### config.mk
export PLATFORM = sky130hd
export DESIGN_NAME = scancode_to_ascii_fifo
export DESIGN_NICKNAME = d
export VERILOG_FILES = /design/src/design/scd_pkg.sv /design/src/design/scd_front.sv /design/src/design/scd_queue.sv /design/src/design/scd_back.sv /design/src/design/scancode_to_ascii_fifo.sv
export VERILOG_INCLUDE_DIRS = /design/src /design/src/design
export SDC_FILE = /design/constraint.sdc
export NUM_CORES = 1
export LEC_CHECK = 0
export BUFFER_PORTS_ARGS = -buffer_cell sky130_fd_sc_hd__buf_2
export CAP_MARGIN = 10
export CORE_MARGIN = 2
export CORE_UTILIZATION = 30
export DETAILED_ROUTE_END_ITERATION = 6
export GPL_ROUTABILITY_DRIVEN = 0
export GPL_TIMING_DRIVEN = 0
export SLEW_MARGIN = 25
export SYNTH_ARGS = -nofsm -noshare
export SYNTH_HDL_FRONTEND = slang
export SYNTH_HIERARCHICAL = 1
export SYNTH_SLANG_ARGS = --single-unit
### constraint.sdc
create_clock -name i_clk -period 5 [get_ports i_clk]
set_clock_uncertainty 0.1 [all_clocks]
set_input_delay 1 -clock i_clk [delete_from_list [all_inputs] [get_ports i_clk]]
set_output_delay 1 -clock i_clk [all_outputs]
set_load 0.01 [all_outputs]
### src/design/assert_macros.svh
// Assertion macros used by the top-level design file.
`ifndef ASSERT_MACROS_SVH
`define ASSERT_MACROS_SVH

// Checks a property at every rising clock edge outside reset.
`define ASSERT_CLK(label, clk, rst_n, prop) \
    label: assert property (@(posedge clk) disable iff (!rst_n) (prop)) \
        else $error("assertion failed");

// Checks that a condition never holds at a rising clock edge outside reset.
`define ASSERT_NEVER(label, clk, rst_n, cond) \
    label: assert property (@(posedge clk) disable iff (!rst_n) !(cond)) \
        else $error("forbidden condition seen");

`endif

### src/design/scd_pkg.sv
`default_nettype none

package scd_pkg;

    // Field widths.
    localparam int CODE_W = 8;
    localparam int CHAR_W = 7;

    // Character FIFO geometry.
    localparam int FIFO_DEPTH = 32;
    localparam int PTR_W      = $clog2(FIFO_DEPTH);

    // Operation queue between front and back.
    localparam int QUEUE_DEPTH = 2;
    localparam int QIDX_W      = $clog2(QUEUE_DEPTH);
    localparam int QCNT_W      = $clog2(QUEUE_DEPTH + 1);

    // Translation table geometry.
    localparam int TABLE_SIZE = 59;
    localparam int IDX_W      = $clog2(TABLE_SIZE);

    // Scan codes with a special meaning.
    localparam logic [CODE_W-1:0] SC_LSHIFT_MAKE  = 8'h2A;
    localparam logic [CODE_W-1:0] SC_RSHIFT_MAKE  = 8'h36;
    localparam logic [CODE_W-1:0] SC_LSHIFT_BREAK = 8'hAA;
    localparam logic [CODE_W-1:0] SC_RSHIFT_BREAK = 8'hB6;
    localparam logic [CODE_W-1:0] SC_BREAK_MASK   = 8'h80;

    // Command codes of an input transaction.
    localparam logic CMD_SCANCODE = 1'b0;
    localparam logic CMD_READ     = 1'b1;

    // Unshifted translation table.
    localparam logic [CHAR_W-1:0] PLAIN_MAP [TABLE_SIZE] = '{
        7'h00, 7'h1B, 7'h31, 7'h32, 7'h33, 7'h34, 7'h35, 7'h36, 7'h37, 7'h38,
        7'h39, 7'h30, 7'h2D, 7'h3D, 7'h08, 7'h09, 7'h71, 7'h77, 7'h65, 7'h72,
        7'h74, 7'h79, 7'h75, 7'h69, 7'h6F, 7'h70, 7'h5B, 7'h5D, 7'h0A, 7'h00,
        7'h61, 7'h73, 7'h64, 7'h66, 7'h67, 7'h68, 7'h6A, 7'h6B, 7'h6C, 7'h3B,
        7'h27, 7'h60, 7'h00, 7'h5C, 7'h7A, 7'h78, 7'h63, 7'h76, 7'h62, 7'h6E,
        7'h6D, 7'h2C, 7'h2E, 7'h2F, 7'h00, 7'h2A, 7'h00, 7'h20, 7'h00
    };

    // Shifted translation table.
    localparam logic [CHAR_W-1:0] SHIFTED_MAP [TABLE_SIZE] = '{
        7'h00, 7'h1B, 7'h21, 7'h40, 7'h23, 7'h24, 7'h25, 7'h5E, 7'h26, 7'h2A,
        7'h28, 7'h29, 7'h5F, 7'h2B, 7'h08, 7'h09, 7'h51, 7'h57, 7'h45, 7'h52,
        7'h54, 7'h59, 7'h55, 7'h49, 7'h4F, 7'h50, 7'h7B, 7'h7D, 7'h0A, 7'h00,
        7'h41, 7'h53, 7'h44, 7'h46, 7'h47, 7'h48, 7'h4A, 7'h4B, 7'h4C, 7'h3A,
        7'h22, 7'h7E, 7'h00, 7'h7C, 7'h5A, 7'h58, 7'h43, 7'h56, 7'h42, 7'h4E,
        7'h4D, 7'h3C, 7'h3E, 7'h3F, 7'h00, 7'h2A, 7'h00, 7'h20, 7'h00
    };

    // One operation for the back end: a read, or a push of a character.
    typedef struct packed {
        logic              is_read;
        logic [CHAR_W-1:0] ch;
    } t_op;

    // An operation together with its valid flag.
    typedef struct packed {
        logic valid;
        t_op  op;
    } t_op_req;

    // Translates a make code; codes beyond the table give no character.
    function automatic logic [CHAR_W-1:0] map_char(input logic shift,
                                                   input logic [CODE_W-1:0] code);
        logic [CHAR_W-1:0] ch;
        ch = '0;
        if (code < CODE_W'(TABLE_SIZE)) begin
            ch = shift ? SHIFTED_MAP[code[IDX_W-1:0]] : PLAIN_MAP[code[IDX_W-1:0]];
        end
        return ch;
    endfunction

endpackage

`default_nettype wire

### src/design/scd_front.sv
`default_nettype none

module scd_front (
    input  wire logic                        i_clk,
    input  wire logic                        i_rst_n,
    input  wire logic                        i_valid,
    input  wire logic                        i_command,
    input  wire logic [scd_pkg::CODE_W-1:0]  i_scancode,
    input  wire logic                        i_aux_data,
    input  wire logic                        i_queue_full,
    output logic                             o_stall,
    output scd_pkg::t_op_req                 o_req
);

    logic r_shift_held;
    logic n_shift_held;
    logic accept;

    // A transaction is taken whenever the operation queue has room.
    assign o_stall = i_queue_full;
    assign accept  = i_valid && !i_queue_full;

    // Classify the transaction: shift tracking, lookup, or a read.
    always_comb begin
        n_shift_held    = r_shift_held;
        o_req.valid     = 1'b0;
        o_req.op.is_read = 1'b0;
        o_req.op.ch     = '0;
        if (accept) begin
            if (i_command == scd_pkg::CMD_READ) begin
                o_req.valid      = 1'b1;
                o_req.op.is_read = 1'b1;
            end else if (!i_aux_data) begin
                if (i_scancode inside {scd_pkg::SC_LSHIFT_MAKE, scd_pkg::SC_RSHIFT_MAKE}) begin
                    n_shift_held = 1'b1;
                end else if (i_scancode inside {scd_pkg::SC_LSHIFT_BREAK,
                                                scd_pkg::SC_RSHIFT_BREAK}) begin
                    n_shift_held = 1'b0;
                end else if ((i_scancode & scd_pkg::SC_BREAK_MASK) == '0) begin
                    o_req.op.ch = scd_pkg::map_char(r_shift_held, i_scancode);
                    o_req.valid = (o_req.op.ch != '0);
                end
            end
        end
    end

    // Shift state register.
    always_ff @(posedge i_clk) begin
        if (!i_rst_n) begin
            r_shift_held <= 1'b0;
        end else begin
            r_shift_held <= n_shift_held;
        end
    end

endmodule

`default_nettype wire

### src/design/scd_queue.sv
`default_nettype none

module scd_queue (
    input  wire logic             i_clk,
    input  wire logic             i_rst_n,
    input  wire scd_pkg::t_op_req i_push,
    input  wire logic             i_pop,
    output logic                  o_full,
    output scd_pkg::t_op_req      o_head
);

    scd_pkg::t_op                     r_slot [scd_pkg::QUEUE_DEPTH];
    logic [scd_pkg::QIDX_W-1:0]       r_wr_idx;
    logic [scd_pkg::QIDX_W-1:0]       r_rd_idx;
    logic [scd_pkg::QCNT_W-1:0]       r_count;
    logic                             do_pop;

    assign o_full       = (r_count == scd_pkg::QCNT_W'(scd_pkg::QUEUE_DEPTH));
    assign o_head.valid = (r_count != '0);
    assign o_head.op    = r_slot[r_rd_idx];
    assign do_pop       = i_pop && o_head.valid;

    // Slot storage.
    always_ff @(posedge i_clk) begin
        if (i_push.valid) begin
            r_slot[r_wr_idx] <= i_push.op;
        end
    end

    // Indices and fill count.
    always_ff @(posedge i_clk) begin
        if (!i_rst_n) begin
            r_wr_idx <= '0;
            r_rd_idx <= '0;
            r_count  <= '0;
        end else begin
            if (i_push.valid) begin
                r_wr_idx <= (r_wr_idx == scd_pkg::QIDX_W'(scd_pkg::QUEUE_DEPTH - 1)) ?
                            '0 : r_wr_idx + 1'b1;
            end
            if (do_pop) begin
                r_rd_idx <= (r_rd_idx == scd_pkg::QIDX_W'(scd_pkg::QUEUE_DEPTH - 1)) ?
                            '0 : r_rd_idx + 1'b1;
            end
            if (i_push.valid && !do_pop) begin
                r_count <= r_count + 1'b1;
            end else if (!i_push.valid && do_pop) begin
                r_count <= r_count - 1'b1;
            end
        end
    end

endmodule

`default_nettype wire

### src/design/scd_back.sv
`default_nettype none

module scd_back (
    input  wire logic                        i_clk,
    input  wire logic                        i_rst_n,
    input  wire scd_pkg::t_op_req            i_op,
    input  wire logic                        i_stall,
    output logic                             o_pop,
    output logic                             o_valid,
    output logic [scd_pkg::CHAR_W-1:0]       o_char_code,
    output logic                             o_char_valid
);

    logic [scd_pkg::CHAR_W-1:0] r_char_store [scd_pkg::FIFO_DEPTH];
    logic [scd_pkg::PTR_W-1:0]  r_wr_ptr;
    logic [scd_pkg::PTR_W-1:0]  r_rd_ptr;
    logic [scd_pkg::PTR_W-1:0]  wr_next;
    logic [scd_pkg::PTR_W-1:0]  rd_next;
    logic                       r_out_valid;
    logic [scd_pkg::CHAR_W-1:0] r_char_code;
    logic                       r_char_valid;
    logic                       out_free;
    logic                       do_push;
    logic                       do_read;
    logic                       fifo_empty;

    // Pointer arithmetic with wrap at the end of the store.
    assign wr_next = (r_wr_ptr == scd_pkg::PTR_W'(scd_pkg::FIFO_DEPTH - 1)) ?
                     '0 : r_wr_ptr + 1'b1;
    assign rd_next = (r_rd_ptr == scd_pkg::PTR_W'(scd_pkg::FIFO_DEPTH - 1)) ?
                     '0 : r_rd_ptr + 1'b1;
    assign fifo_empty = (r_wr_ptr == r_rd_ptr);

    // A push pops, lost if FIFO full; a read needs the output free.
    assign out_free = !r_out_valid || !i_stall;
    assign o_pop    = i_op.valid && (!i_op.op.is_read || out_free);
    assign do_push  = o_pop && !i_op.op.is_read && (wr_next != r_rd_ptr);
    assign do_read  = o_pop && i_op.op.is_read;

    // Character store, written at the write pointer.
    always_ff @(posedge i_clk) begin
        if (do_push) begin
            r_char_store[r_wr_ptr] <= i_op.op.ch;
        end
    end

    // Registered read of the oldest character into the output register.
    always_ff @(posedge i_clk) begin
        if (do_read) begin
            r_char_code <= fifo_empty ? '0 : r_char_store[r_rd_ptr];
        end
    end

    // Pointers, output valid and the character flag.
    always_ff @(posedge i_clk) begin
        if (!i_rst_n) begin
            r_wr_ptr     <= '0;
            r_rd_ptr     <= '0;
            r_out_valid  <= 1'b0;
            r_char_valid <= 1'b0;
        end else begin
            if (do_push) begin
                r_wr_ptr <= wr_next;
            end
            if (do_read) begin
                r_out_valid  <= 1'b1;
                r_char_valid <= !fifo_empty;
                if (!fifo_empty) begin
                    r_rd_ptr <= rd_next;
                end
            end else if (!i_stall) begin
                r_out_valid <= 1'b0;
            end
        end
    end

    assign o_valid      = r_out_valid;
    assign o_char_code  = r_char_code;
    assign o_char_valid = r_char_valid;

endmodule

`default_nettype wire

### src/design/scancode_to_ascii_fifo.sv
// Channel  | Direction | Handshake         | Payload
// ---------+-----------+-------------------+----------------------------------
// input    | in        | i_valid / o_stall | i_command, i_scancode, i_aux_data
// output   | out       | o_valid / i_stall | o_char_code, o_char_valid
//
// One input transaction is taken per cycle while the two-entry operation
// queue has room; the back end retires one queued operation per cycle
// unless a read waits for a free output register. A read passes through
// the queue and then the registered read of the character store.
// Reset clears the pointers, the shift flag and the queue; the store keeps
// its contents. Output stall holds a read at the head of the queue and
// everything queued behind it; key presses ahead of that read still retire.
`default_nettype none

module scancode_to_ascii_fifo (
    input  wire logic                        i_clk,
    input  wire logic                        i_rst_n,
    input  wire logic                        i_valid,
    output logic                             o_stall,
    input  wire logic                        i_command,
    input  wire logic [scd_pkg::CODE_W-1:0]  i_scancode,
    input  wire logic                        i_aux_data,
    output logic                             o_valid,
    input  wire logic                        i_stall,
    output logic [scd_pkg::CHAR_W-1:0]       o_char_code,
    output logic                             o_char_valid
);

    scd_pkg::t_op_req front_req;
    scd_pkg::t_op_req queue_head;
    logic             queue_full;
    logic             back_pop;

    // Front end: shift tracking and translation.
    scd_front u_front (
        .i_clk        (i_clk),
        .i_rst_n      (i_rst_n),
        .i_valid      (i_valid),
        .i_command    (i_command),
        .i_scancode   (i_scancode),
        .i_aux_data   (i_aux_data),
        .i_queue_full (queue_full),
        .o_stall      (o_stall),
        .o_req        (front_req)
    );

    // Operation queue between the two halves.
    scd_queue u_queue (
        .i_clk   (i_clk),
        .i_rst_n (i_rst_n),
        .i_push  (front_req),
        .i_pop   (back_pop),
        .o_full  (queue_full),
        .o_head  (queue_head)
    );

    // Back end: character FIFO and output register.
    scd_back u_back (
        .i_clk        (i_clk),
        .i_rst_n      (i_rst_n),
        .i_op         (queue_head),
        .i_stall      (i_stall),
        .o_pop        (back_pop),
        .o_valid      (o_valid),
        .o_char_code  (o_char_code),
        .o_char_valid (o_char_valid)
    );

    `include "assert_macros.svh"

    // The front end never pushes into a full queue.
    `ASSERT_NEVER(a_no_queue_overflow, i_clk, i_rst_n, front_req.valid && queue_full)
    // A returned character is never the null code.
    `ASSERT_CLK(a_char_nonzero, i_clk, i_rst_n, (o_valid && o_char_valid) |-> (o_char_code != '0))
    // An empty answer carries a zero code.
    `ASSERT_CLK(a_empty_zero, i_clk, i_rst_n, (o_valid && !o_char_valid) |-> (o_char_code == '0))

endmodule

`default_nettype wire
==> After elaboration in Yosys (flattened, before gate mapping) <==
Memories as Yosys holds them, arrays and structs flattened. A register that Yosys moved wholly into a read port is not among the register bits.
Index checks and enable logic that the tools add are counted.
W data, S select, Z words.
{ "op_classes": {"reduce_logical": 26, "n_mux": 40, "n_bitwise": 4, "magnitude_cmp": 2, "n_addsub": 6, "n_eq_ne": 10} }
{ "ops": {"columns": ["cell", "count"], "rows": [
  ["$mux W7", 17],
  ["$mux W1", 18],
  ["$eq A8 B6 Y1 const B", 2],
  ["$eq A8 B8 Y1 const B", 2],
  ["$add A5 B1 Y5 const B", 2],
  ["$eq A5 B5 Y1 const B", 2],
  ["$mux W5", 2],
  ["$reduce_bool A2 Y1", 5],
  ["$mux W9", 1],
  ["$logic_and A1 B1 Y1", 8],
  ["$logic_not A8 Y1", 1],
  ["$lt A8 B6 Y1 const B", 1],
  ["$ge A7 B7 Y1 const B", 1],
  ["$logic_not A1 Y1", 7],
  ["$not A6 Y7", 1],
  ["$reduce_bool A7 Y1", 1],
  ["$eq A5 B5 Y1", 1],
  ["$ne A5 B5 Y1", 1],
  ["$mux W2", 2],
  ["$reduce_and A4 Y1", 1],
  ["$not A1 Y1", 3],
  ["$add A1 B1 Y1 const B", 2],
  ["$add A2 B1 Y2 const B", 1],
  ["$eq A2 B2 Y1 const B", 1],
  ["other kinds (4)", 5]
]} }
{ "word_totals": {"ram_bits": 240, "inputBits": 14, "wordCells": 100, "output_inout_bits": 10, "regBits": 17, "rom_bits": 896, "mem_count": 4} }
{ "mem_list": {"columns": ["memory", "depth", "word_bits", "rd", "rd_clocked_by_memory_dff", "write_ports", "line", "text"], "rows": [
  ["(no name shown)", 64, 7, 1, 0, 0, "scd_pkg.sv:71", "ch = shift ? SHIFTED_MAP[code[IDX_W-1:0]] : PLAIN_MAP[code[IDX_W-1:0]];"],
  ["(no name shown)", 64, 7, 1, 0, 0, "scd_pkg.sv:71", null],
  ["u_back.r_char_store", 32, 7, 1, 1, 1, "scd_back.sv:14", "logic [scd_pkg::CHAR_W-1:0] r_char_store [scd_pkg::FIFO_DEPTH];"],
  ["u_queue.r_slot", 2, 8, 1, 1, 1, "scd_queue.sv:12", "scd_pkg::t_op r_slot [scd_pkg::QUEUE_DEPTH];"]
]} }

==> Depth between registers and ports, before layout <==
Gate-level depths: netlist (run 1).
{ "logic_depth": {"ltp_word": 23, "depth_mapped": 13, "ltp_nobuf": 12} }

==> Cells and area by module <==
The synthesis (run 1) kept the hierarchy.
{ "by_module_without_submodules": {"columns": ["module", "instances", "area_each_um2", "cells_each"], "rows": [
  ["scd_back", 1, 9768.1, 494],
  ["scd_front", 1, 1383.8, 202],
  ["scd_queue", 1, 795.8, 47]
]} }

==> Worst setup path after synthesis (run 1) <==
Ideal clock, no wire load.
{ "synth_path": {"path_kind": "input-to-reg", "start": "input i_scancode[1] in the netlist's numbering", "end": "register u_queue/r_count[1] in the netlist's numbering", "t_arrival_ns": 3.646, "required_time_ns": 4.830, "stages": 12, "setup_slack_ns": 1.184, "path_cell_list": "clkbuf_1 inv_1 ha_1 nor2_1 a211oi_1 a211oi_2 o32ai_1 nor4_1 a41oi_2 ha_1 or3_1 a21boi_1"} }
{ "synth_rtl": {"columns": ["element", "line", "text"], "rows": [
  ["start, declared", "scancode_to_ascii_fifo.sv:21", "input wire logic [scd_pkg::CODE_W-1:0] i_scancode,"],
  ["end signal, assigned", "scd_queue.sv:46", "r_count <= r_count + 1'b1;"],
  ["end signal, assigned", "scd_queue.sv:48", "r_count <= r_count - 1'b1;"],
  ["end, declared", "scd_queue.sv:15", "logic [scd_pkg::QCNT_W-1:0] r_count;"]
]} }

==> results of run 1 <==
[critical path, cell delays in order]
cell and delay, ns:
sky130_fd_sc_hd__buf_2 0.18, sky130_fd_sc_hd__clkbuf_1 0.45, sky130_fd_sc_hd__inv_1 0.24, sky130_fd_sc_hd__ha_1 0.44, sky130_fd_sc_hd__nor2_1 0.25, sky130_fd_sc_hd__a211oi_1 0.10, sky130_fd_sc_hd__a211oi_2 0.23, sky130_fd_sc_hd__o32ai_1 0.15
sky130_fd_sc_hd__nor4_1 0.37, sky130_fd_sc_hd__a41oi_2 0.22, sky130_fd_sc_hd__ha_1 0.37, sky130_fd_sc_hd__or3_1 0.38, sky130_fd_sc_hd__a21boi_1 0.14
[cell type report]
class / count / area [µm²] / area share [%]
clock inverter: 11 / 82.58 / 0.6067
clock buffer: 41 / 799.5 / 5.874
tap: 525 / 656.9 / 4.826
buffer: 47 / 242.7 / 1.783
inverter: 20 / 75.07 / 0.5515
timing repair buffer: 23 / 115.1 / 0.8457
multi-input combinational: 411 / 3862 / 28.38
sequential: 265 / 7777 / 57.14
[metal layers]
metal  share of wire, %  vias up  global-route usage (%)
met5               0.11        -                       0
met4                2.0        4                   2.763
met3                6.4       49                   2.029
met2                 45      262                   20.04
met1                 46     3426                   19.66
li1                   -     3059                       -
[report_power, final]
part / switching (mW) / internal [mW]
combinational: 0.571 / 0.285
clock: 0.823 / 1.11
sequential: 0.0365 / 2.67
[metrics by stage]
step / cells / hold slack (ns)
final: 1343 / 0.4104
after global routing: 1343 / 0.4585
after CTS: 1343 / 0.4122
after detailed placement: 1291 / 0.3984
after global placement: 1291 / 0.3989
after floorplan: 743 / 0.3739
[how the worst max path moves through the flow]
stage                  startpoint                    to  slack, ns  depth (start not counted)
floorplan           i_scancode[1]    u_queue/r_count[1]       1.18                         12
finish              i_scancode[1]    u_queue/r_count[1]       0.83                         13
CTS                 i_scancode[1]  u_queue/r_slot[0][3]       0.84                         11
global route        i_scancode[1]  u_queue/r_slot[0][3]       0.57                         11
global placement    i_scancode[1]  u_queue/r_slot[0][5]       0.30                         11
detailed placement  i_scancode[1]  u_queue/r_slot[0][5]       0.31                         11
[cell families (layout without fill, tap and decap cells)]
group,Yosys count,after routing,share of synthesized area (%)
adder cells (fa/ha/maj),20,20,2.094
XOR/XNOR,13,13,0.9530
multiplexers,97,97,15.05
AND/OR/NAND/NOR,175,175,7.886
flip-flops,265,265,65.10
buffers and inverters,67,142,2.660
AO/OA/AOI/OAI,106,106,6.263
[flip-flops by register name, indices dropped and copies added (netlist names), named ones only]
name,flops
u_back/o_char_code,7
u_back/o_char_valid,1
u_back/o_valid,1
u_back/r_char_store,224
u_back/r_rd_ptr,5
u_back/r_wr_ptr,5
u_front/r_shift_held,1
u_queue/r_count,2
u_queue/r_rd_idx,1
u_queue/r_slot,16
u_queue/r_wr_idx,1
[cell usage in the layout (no fill, tap or decap), types with 4 or more instances in the layout]
| master | Yosys | final |
|---|---|---|
| sky130_fd_sc_hd__edfxtp_1 | 247 | 247 |
| sky130_fd_sc_hd__o211ai_1 | 7 | 7 |
| sky130_fd_sc_hd__clkinv_1 | 0 | 5 |
| sky130_fd_sc_hd__and3_1 | 39 | 39 |
| sky130_fd_sc_hd__ha_1 | 20 | 20 |
| sky130_fd_sc_hd__clkbuf_16 | 0 | 28 |
| sky130_fd_sc_hd__a211oi_1 | 4 | 4 |
| sky130_fd_sc_hd__dfxtp_1 | 18 | 18 |
| sky130_fd_sc_hd__mux4_2 | 64 | 64 |
| sky130_fd_sc_hd__or2_2 | 4 | 4 |
| sky130_fd_sc_hd__mux2i_1 | 15 | 15 |
| sky130_fd_sc_hd__a21oi_1 | 20 | 20 |
| sky130_fd_sc_hd__and2_1 | 5 | 5 |
| sky130_fd_sc_hd__clkbuf_8 | 0 | 5 |
| sky130_fd_sc_hd__xnor2_1 | 8 | 8 |
| sky130_fd_sc_hd__nor2_1 | 32 | 32 |
| sky130_fd_sc_hd__buf_2 | 16 | 39 |
| sky130_fd_sc_hd__mux2_2 | 17 | 17 |
| sky130_fd_sc_hd__nand3b_1 | 6 | 6 |
| sky130_fd_sc_hd__inv_1 | 18 | 18 |
| sky130_fd_sc_hd__nor3_1 | 12 | 10 |
| sky130_fd_sc_hd__nor2b_1 | 15 | 15 |
| sky130_fd_sc_hd__buf_1 | 4 | 4 |
| sky130_fd_sc_hd__a21boi_0 | 5 | 5 |
| sky130_fd_sc_hd__a31oi_1 | 7 | 7 |
| sky130_fd_sc_hd__o22ai_1 | 8 | 8 |
| sky130_fd_sc_hd__buf_4 | 6 | 6 |
| sky130_fd_sc_hd__clkbuf_1 | 17 | 25 |
| sky130_fd_sc_hd__o21ai_1 | 5 | 5 |
| sky130_fd_sc_hd__nand2_1 | 24 | 24 |
| sky130_fd_sc_hd__o21ai_0 | 16 | 16 |
| sky130_fd_sc_hd__nand2b_1 | 10 | 10 |
| sky130_fd_sc_hd__xor2_1 | 5 | 5 |
| sky130_fd_sc_hd__nand3_1 | 17 | 17 |
==> flow_metrics.tcl, run 1 <==
set metrics [dict create \
    antennaDiodeCount 0 \
    vias_in_the_first_global_route 6686 \
    height_of_the_chip_um 203.6 \
    cp.required_ns 5.36 \
    worst_hold_path_stage_count 2 \
    routedWlPerCell_um 19.94 \
    power_density_nw_per_um2 403.8 \
    worstPathArrival_ns 4.53 \
    cts.repair_timing.setup_buffer_count 0 \
    regToRegStartpoint "u_back/r_wr_ptr[0]" \
    ys_seq_area_share_pct 65.10 \
    reg2reg_slack_ns 0.87 \
    via_per_inst 5.063 \
    cts_inserted_buffers 28 \
    cell_area_after_synthesis_um2 11950 \
    maxCapViolCount 0 \
    ys_warn_count 6 \
    cellLeakagePower_nw 4.493 \
    syn_area_per_cell_um2 16.08 \
    die_w_um 203.6 \
    worst_skew_pair.late_latency_ns 0.56 \
    port_buffers 23 \
    overall_die_area_um2 41440 \
    r2r.worst_path.cells 11 \
    drtAntennaViolNets 0 \
    number_of_drc_markers_in_iteration_0 669 \
    path_clk_slew_ns 0.06 \
    setup_violations 0 \
    worst_slew_pin_slew_ns 0.8520 \
    status "complete, no violations" \
    fillers 3767 \
    placed_instance_area_um2 12730 \
    std_cell_rows 73 \
    num_vias 6800 \
    yosys.area.top_type_share_pct 62.08 \
    drv_slew 0 \
    yosys_most_used_dff "sky130_fd_sc_hd__edfxtp_1" \
    netlist-cell-type-count 69 \
    holdCritPathClass "register to register" \
    pin_count 24 \
    hold_viol 0 \
    post_cts_hold_buffer_count 0 \
    post-route-util_pct 34.42 \
    postSynthCellCount 743 \
    clock_tree.buffer_depth 3 \
    clock_sinks 265 \
    grt_max_degree 33 \
    area_of_all_placed_cells_without_fillers_um2 13610 \
    irDropWorstVdd_uv 228.5 \
    synth_edf_count 247 \
    grt_first_pass_wirelength_um 41210 \
    synthArstFlopShare_pct 0 \
    synth-seq-cells 265 \
    setup.worst_path.start_class "input port" \
    initial_utilization_pct 30.21 \
    core_region_area_um2 39550 \
    cts.root.buffer_cell "sky130_fd_sc_hd__clkbuf_16" \
    grt_antenna_before_repair 2 \
    crit_path_end_kind "register" \
    setup_total_negative_slack_ns 0 \
    grt_usage_pct 13.09 \
    timing.final.crit_period_ns 4.168 \
    grt.overflow.total 0 \
    rsz0062_at_grt "false" \
    hold_end "u_back/o_valid" \
    mappedNetlistNets 777 \
    area_delta_synth_final_pct 13.93 \
    timing.rr.end "u_back/r_char_store[31][6]" \
    fin_crit_sh_pct 83.37 \
    nets 830 \
    yosys-top-cells-area "sky130_fd_sc_hd__edfxtp_1 62%, sky130_fd_sc_hd__mux4_2 12%, sky130_fd_sc_hd__dfxtp_1 3.0%" \
    postRouteWirelength_um 26780 \
    criticalPathCategory "input port to register" \
    drc 0 \
    p_total_mw 5.496 \
    max_slew_headroom_at_the_worst_pin_pct 43.20 \
    hold_path_startpoint "u_back/o_valid" \
    place.detailed.hpwl_um 17820 \
    count_of_instances_resized_after_the_clock_tree_is_built 0 \
    drive_above_1_share_pct 22.74 \
    synth_common_cells "247 x sky130_fd_sc_hd__edfxtp_1, 64 x sky130_fd_sc_hd__mux4_2, 39 x sky130_fd_sc_hd__and3_1, 32 x sky130_fd_sc_hd__nor2_1, 24 x sky130_fd_sc_hd__nand2_1" \
    detail_route.first_pass.iterations 5 \
    critical_path.max_fanout 10 \
    timing.fmax_mhz 239.9 \
    layout_setup_ws_ns 0.8316 \
    top_cell_type_by_total_area_after_synthesis "sky130_fd_sc_hd__edfxtp_1" \
    cts_tree "done" \
    yosysMostFrequentCell "sky130_fd_sc_hd__edfxtp_1" \
    htree_num_levels 1 \
    preCtsSetupSlack_ns 0.3074 \
]
Note: power is estimated with default switching activity, not from simulation.
==> run 2, diff against run 1 <==
--- a/config.mk
+++ b/config.mk
@@ -6,6 +6,7 @@
 export SDC_FILE = /design/constraint.sdc
 export NUM_CORES = 1
 export LEC_CHECK = 0
+export ABC_AREA = 1
 export BUFFER_PORTS_ARGS = -buffer_cell sky130_fd_sc_hd__buf_2
 export CAP_MARGIN = 10
 export CORE_MARGIN = 2
==> constraint.sdc (replaced) <==
create_clock -name i_clk -period 3.4 [get_ports i_clk]
set_clock_uncertainty 0.1 [all_clocks]
set_input_delay 0.68 -clock i_clk [delete_from_list [all_inputs] [get_ports i_clk]]
set_output_delay 0.68 -clock i_clk [all_outputs]
set_load 0.01 [all_outputs]
==> run 2 against run 1 <==
The run now ends with design-rule violations left. Area after synthesis is 5.2% higher. First-iteration DRC count is 26% higher. Highest routed layer is now met4. Worst setup slack worse by 0.59 ns. Utilization is 0.14 points higher. Non-clock buffer count is 20 higher. Sequential share of layout area is 2.4 points lower. Sequential cell count stayed put. Wire length is 24% higher. Via count is 36% higher. Power is 84% higher. Critical endpoint is now u_back/r_char_store[10][6]. Register-to-register slack worse by 0.63 ns. Design area is 4.4% higher.
==> flow_metrics.tcl, run 2 <==
set metrics [dict create \
    via_per_inst 4.961 \
    synth_compound_area_share_pct 6.788 \
    yosys.area.top_type_share_pct 59.00 \
    final_common_cell "sky130_fd_sc_hd__nor2_1" \
    synthSimpleGateAreaFrac_pct 22.16 \
    highest_cell_delay_on_the_worst_timing_path_ns 0.60 \
    antennaDiodeCount 0 \
    yosys-top-cells-area "sky130_fd_sc_hd__edfxtp_1 59%, sky130_fd_sc_hd__nor2_1 8.1%, sky130_fd_sc_hd__nand2_1 6.7%" \
    cellLeakagePower_nw 5.293 \
    die_w_um 208.7 \
    irDropWorstVdd_uv 460.2 \
    port_buffers 21 \
    cts_inserted_buffers 29 \
    routedWlPerCell_um 17.80 \
    pin_count 24 \
    postRouteWirelength_um 33270 \
    synth_common_cells "272 x sky130_fd_sc_hd__nor2_1, 247 x sky130_fd_sc_hd__edfxtp_1, 224 x sky130_fd_sc_hd__nand2_1, 129 x sky130_fd_sc_hd__nand3_1, 86 x sky130_fd_sc_hd__o21ai_0" \
    drv_slew 0 \
    nets 1350 \
    std_cell_rows 74 \
    core_region_area_um2 41110 \
    path_clk_slew_ns 0.06 \
    yosys_most_used_dff "sky130_fd_sc_hd__edfxtp_1" \
    hold_path_startpoint "i_stall" \
    synthArstFlopShare_pct 0 \
    criticalPathCategory "register to register" \
    register_area_um2 7777 \
    crit_path_end_kind "register" \
    critical_path.cell_chain "ha_1 -> nand2_1 -> nor2_1 -> ha_1 -> inv_1 -> nand2_1 -> nand2_1 -> nor2_1 -> nand2_1 -> nor2_2 -> nand3_2 -> nand2_1 -> inv_2 -> nand2_4 -> nor2_1" \
    reg2reg_slack_ns 0.24 \
    power_density_nw_per_um2 710.6 \
    mappedNetlistNets 1298 \
    timing.fmax_mhz 316.6 \
    post_synth_fa_ha_maj_area_fraction_pct 1.991 \
    worstPathArrival_ns 3.22 \
    count_of_instances_resized_after_the_clock_tree_is_built 0 \
    grt_max_degree 33 \
    overall_die_area_um2 43560 \
    worst_hold_path_stage_count 5 \
    clock_tree.buffer_depth 3 \
    syn_area_per_cell_um2 9.945 \
    largest_register_ffs 224 \
    ys_warn_count 6 \
    r2r.worst_path.cells 15 \
    postSynthCellCount 1264 \
    worst_skew_pair.late_latency_ns 0.55 \
    yosysMostFrequentCell "sky130_fd_sc_hd__nor2_1" \
    num_vias 9273 \
    area_delta_synth_final_pct 13.01 \
    grt.overflow.total 0 \
    synth_edf_count 247 \
    yosys-mux-area-fraction_pct 0.7166 \
    synth-seq-cells 265 \
    setup_total_negative_slack_ns 0 \
    post_cts_hold_buffer_count 0 \
    rsz0062_at_grt "false" \
    critPathMostFrequentCell "sky130_fd_sc_hd__nand2_1" \
    drtAntennaViolNets 0 \
    critical_path.max_fanout 8 \
    mostFrequentLayoutCells "272 x sky130_fd_sc_hd__nor2_1, 247 x sky130_fd_sc_hd__edfxtp_1, 224 x sky130_fd_sc_hd__nand2_1, 129 x sky130_fd_sc_hd__nand3_1, 86 x sky130_fd_sc_hd__o21ai_0" \
    height_of_the_chip_um 208.7 \
    top_cell_type_by_total_area_after_synthesis "sky130_fd_sc_hd__edfxtp_1" \
    netlist-cell-type-count 36 \
    cts.repair_timing.setup_buffer_count 0 \
    drc 2 \
    hold_viol 0 \
    number_of_drc_markers_in_iteration_0 842 \
    hold_end "u_back/o_valid" \
    drive_above_1_share_pct 11.29 \
    timing.final.crit_period_ns 3.159 \
    post_synth_xor_area_fraction_pct 0.3484 \
    grt_first_pass_wirelength_um 51930 \
    cp.required_ns 3.46 \
    clock_sinks 265 \
    initial_utilization_pct 30.58 \
    max_slew_headroom_at_the_worst_pin_pct 45.53 \
    detail_route.first_pass.iterations 7 \
    timing.critical_path.slowest_stage_cell "sky130_fd_sc_hd__nor2_1" \
    holdCritPathClass "input port to register" \
    worst_slew_pin_slew_ns 0.8170 \
    cts.root.buffer_cell "sky130_fd_sc_hd__clkbuf_16" \
    failed_checks "design-rule violations" \
    combinational_family_with_the_most_area_after_synthesis "simple AND/OR/NAND/NOR gates" \
    place.detailed.hpwl_um 22730 \
    htree_num_levels 1 \
    preCtsSetupSlack_ns -0.1317 \
    grt_usage_pct 15.19 \
    status "finished with violations" \
    fillers 4213 \
    layout_setup_ws_ns 0.2411 \
    cell_area_after_synthesis_um2 12570 \
    cell_count_post_placement 1817 \
    max_flop_register "u_back/r_char_store" \
    ys_seq_area_share_pct 61.87 \
    vias_in_the_first_global_route 9252 \
    grt_antenna_before_repair 0 \
    cts_tree "done" \
    regToRegStartpoint "u_back/r_wr_ptr[1]" \
    setup.worst_path.start_class "register" \
    final_cells 1869 \
    post-route-util_pct 34.56 \
    fin_crit_sh_pct 92.91 \
    setup_violations 0 \
    timing.rr.end "u_back/r_char_store[10][6]" \
    maxCapViolCount 0 \
    multiInputGateArea_um2 4023 \
]
-- run 2: changes by cell type after synthesis, moves of 17 or more --
cell                      delta
sky130_fd_sc_hd__nor2_1    +240
sky130_fd_sc_hd__nand2_1   +200
sky130_fd_sc_hd__nand3_1   +112
sky130_fd_sc_hd__o21ai_0    +70
sky130_fd_sc_hd__mux4_2     -64
sky130_fd_sc_hd__inv_1      +47
sky130_fd_sc_hd__and3_1     -39
sky130_fd_sc_hd__buf_6      +17
-- run 2: critical path: cells and delay by family (launching register included) --
family        cells  cell delay (ns)
simple gates     11             1.37
fa+ha+maj         2             0.55
flops             1             0.46
buf+inv           2             0.25
-- run 2: stage by stage --
stage | total power [mW] | hold slack (ns) | instance area, µm²
CTS | 10.13 | 0.3288 | 14210
finish | 10.09 | 0.3422 | 14210
detailed placement | 7.267 | 0.3958 | 13340
floorplan | 6.190 | 0.3669 | 12570
global route | 10.59 | 0.3771 | 14210
global placement | 7.226 | 0.3783 | 13340
-- run 2: power breakdown --
part	total (mW)	switching, mW	internal [mW]
Combinational	3.08	2.21	0.868
Clock	2.87	1.20	1.67
Sequential	4.15	0.0900	4.06
-- run 2: area by class of cell --
cell class / instances / share of cell area [%]
plain buffers: 69 / 3.356
clock buffers: 45 / 5.883
clock inverters: 7 / 0.2026
inverters: 77 / 2.070
multi-input cells: 853 / 28.32
flip-flops and latches: 265 / 54.75
well taps: 532 / 4.686
repair buffers: 21 / 0.7398
-- run 2: worst max path at each step --
stage,end,slack (ns),depth (start not counted),start
global route,u_back/r_char_store[10][6],0.04,15,u_back/r_wr_ptr[1]
CTS,u_back/r_char_store[15][4],0.21,15,u_back/r_wr_ptr[1]
floorplan,u_queue/r_slot[0][0],0.56,17,i_scancode[1]
detailed placement,u_queue/r_slot[0][0],-0.13,18,i_scancode[1]
finish,u_back/r_char_store[10][6],0.24,15,u_back/r_wr_ptr[1]
global placement,u_queue/r_slot[0][0],-0.15,18,i_scancode[1]
-- run 2: layer usage --
metal | share of wire [%] | track usage (%) | vias up
li1 | - | - | 4417
met4 | 2.8 | 5.000 | 0
met5 | 0 | 0 | -
met1 | 43 | 19.95 | 4445
met3 | 6.4 | 1.818 | 61
met2 | 48 | 26.09 | 350
-- run 2: kinds of logic after synthesis --
group	Yosys count
simple gates	660
fa+ha+maj	20
mux	8
xor+xnor	5
buf+inv	146
flops	265
compound gates	160
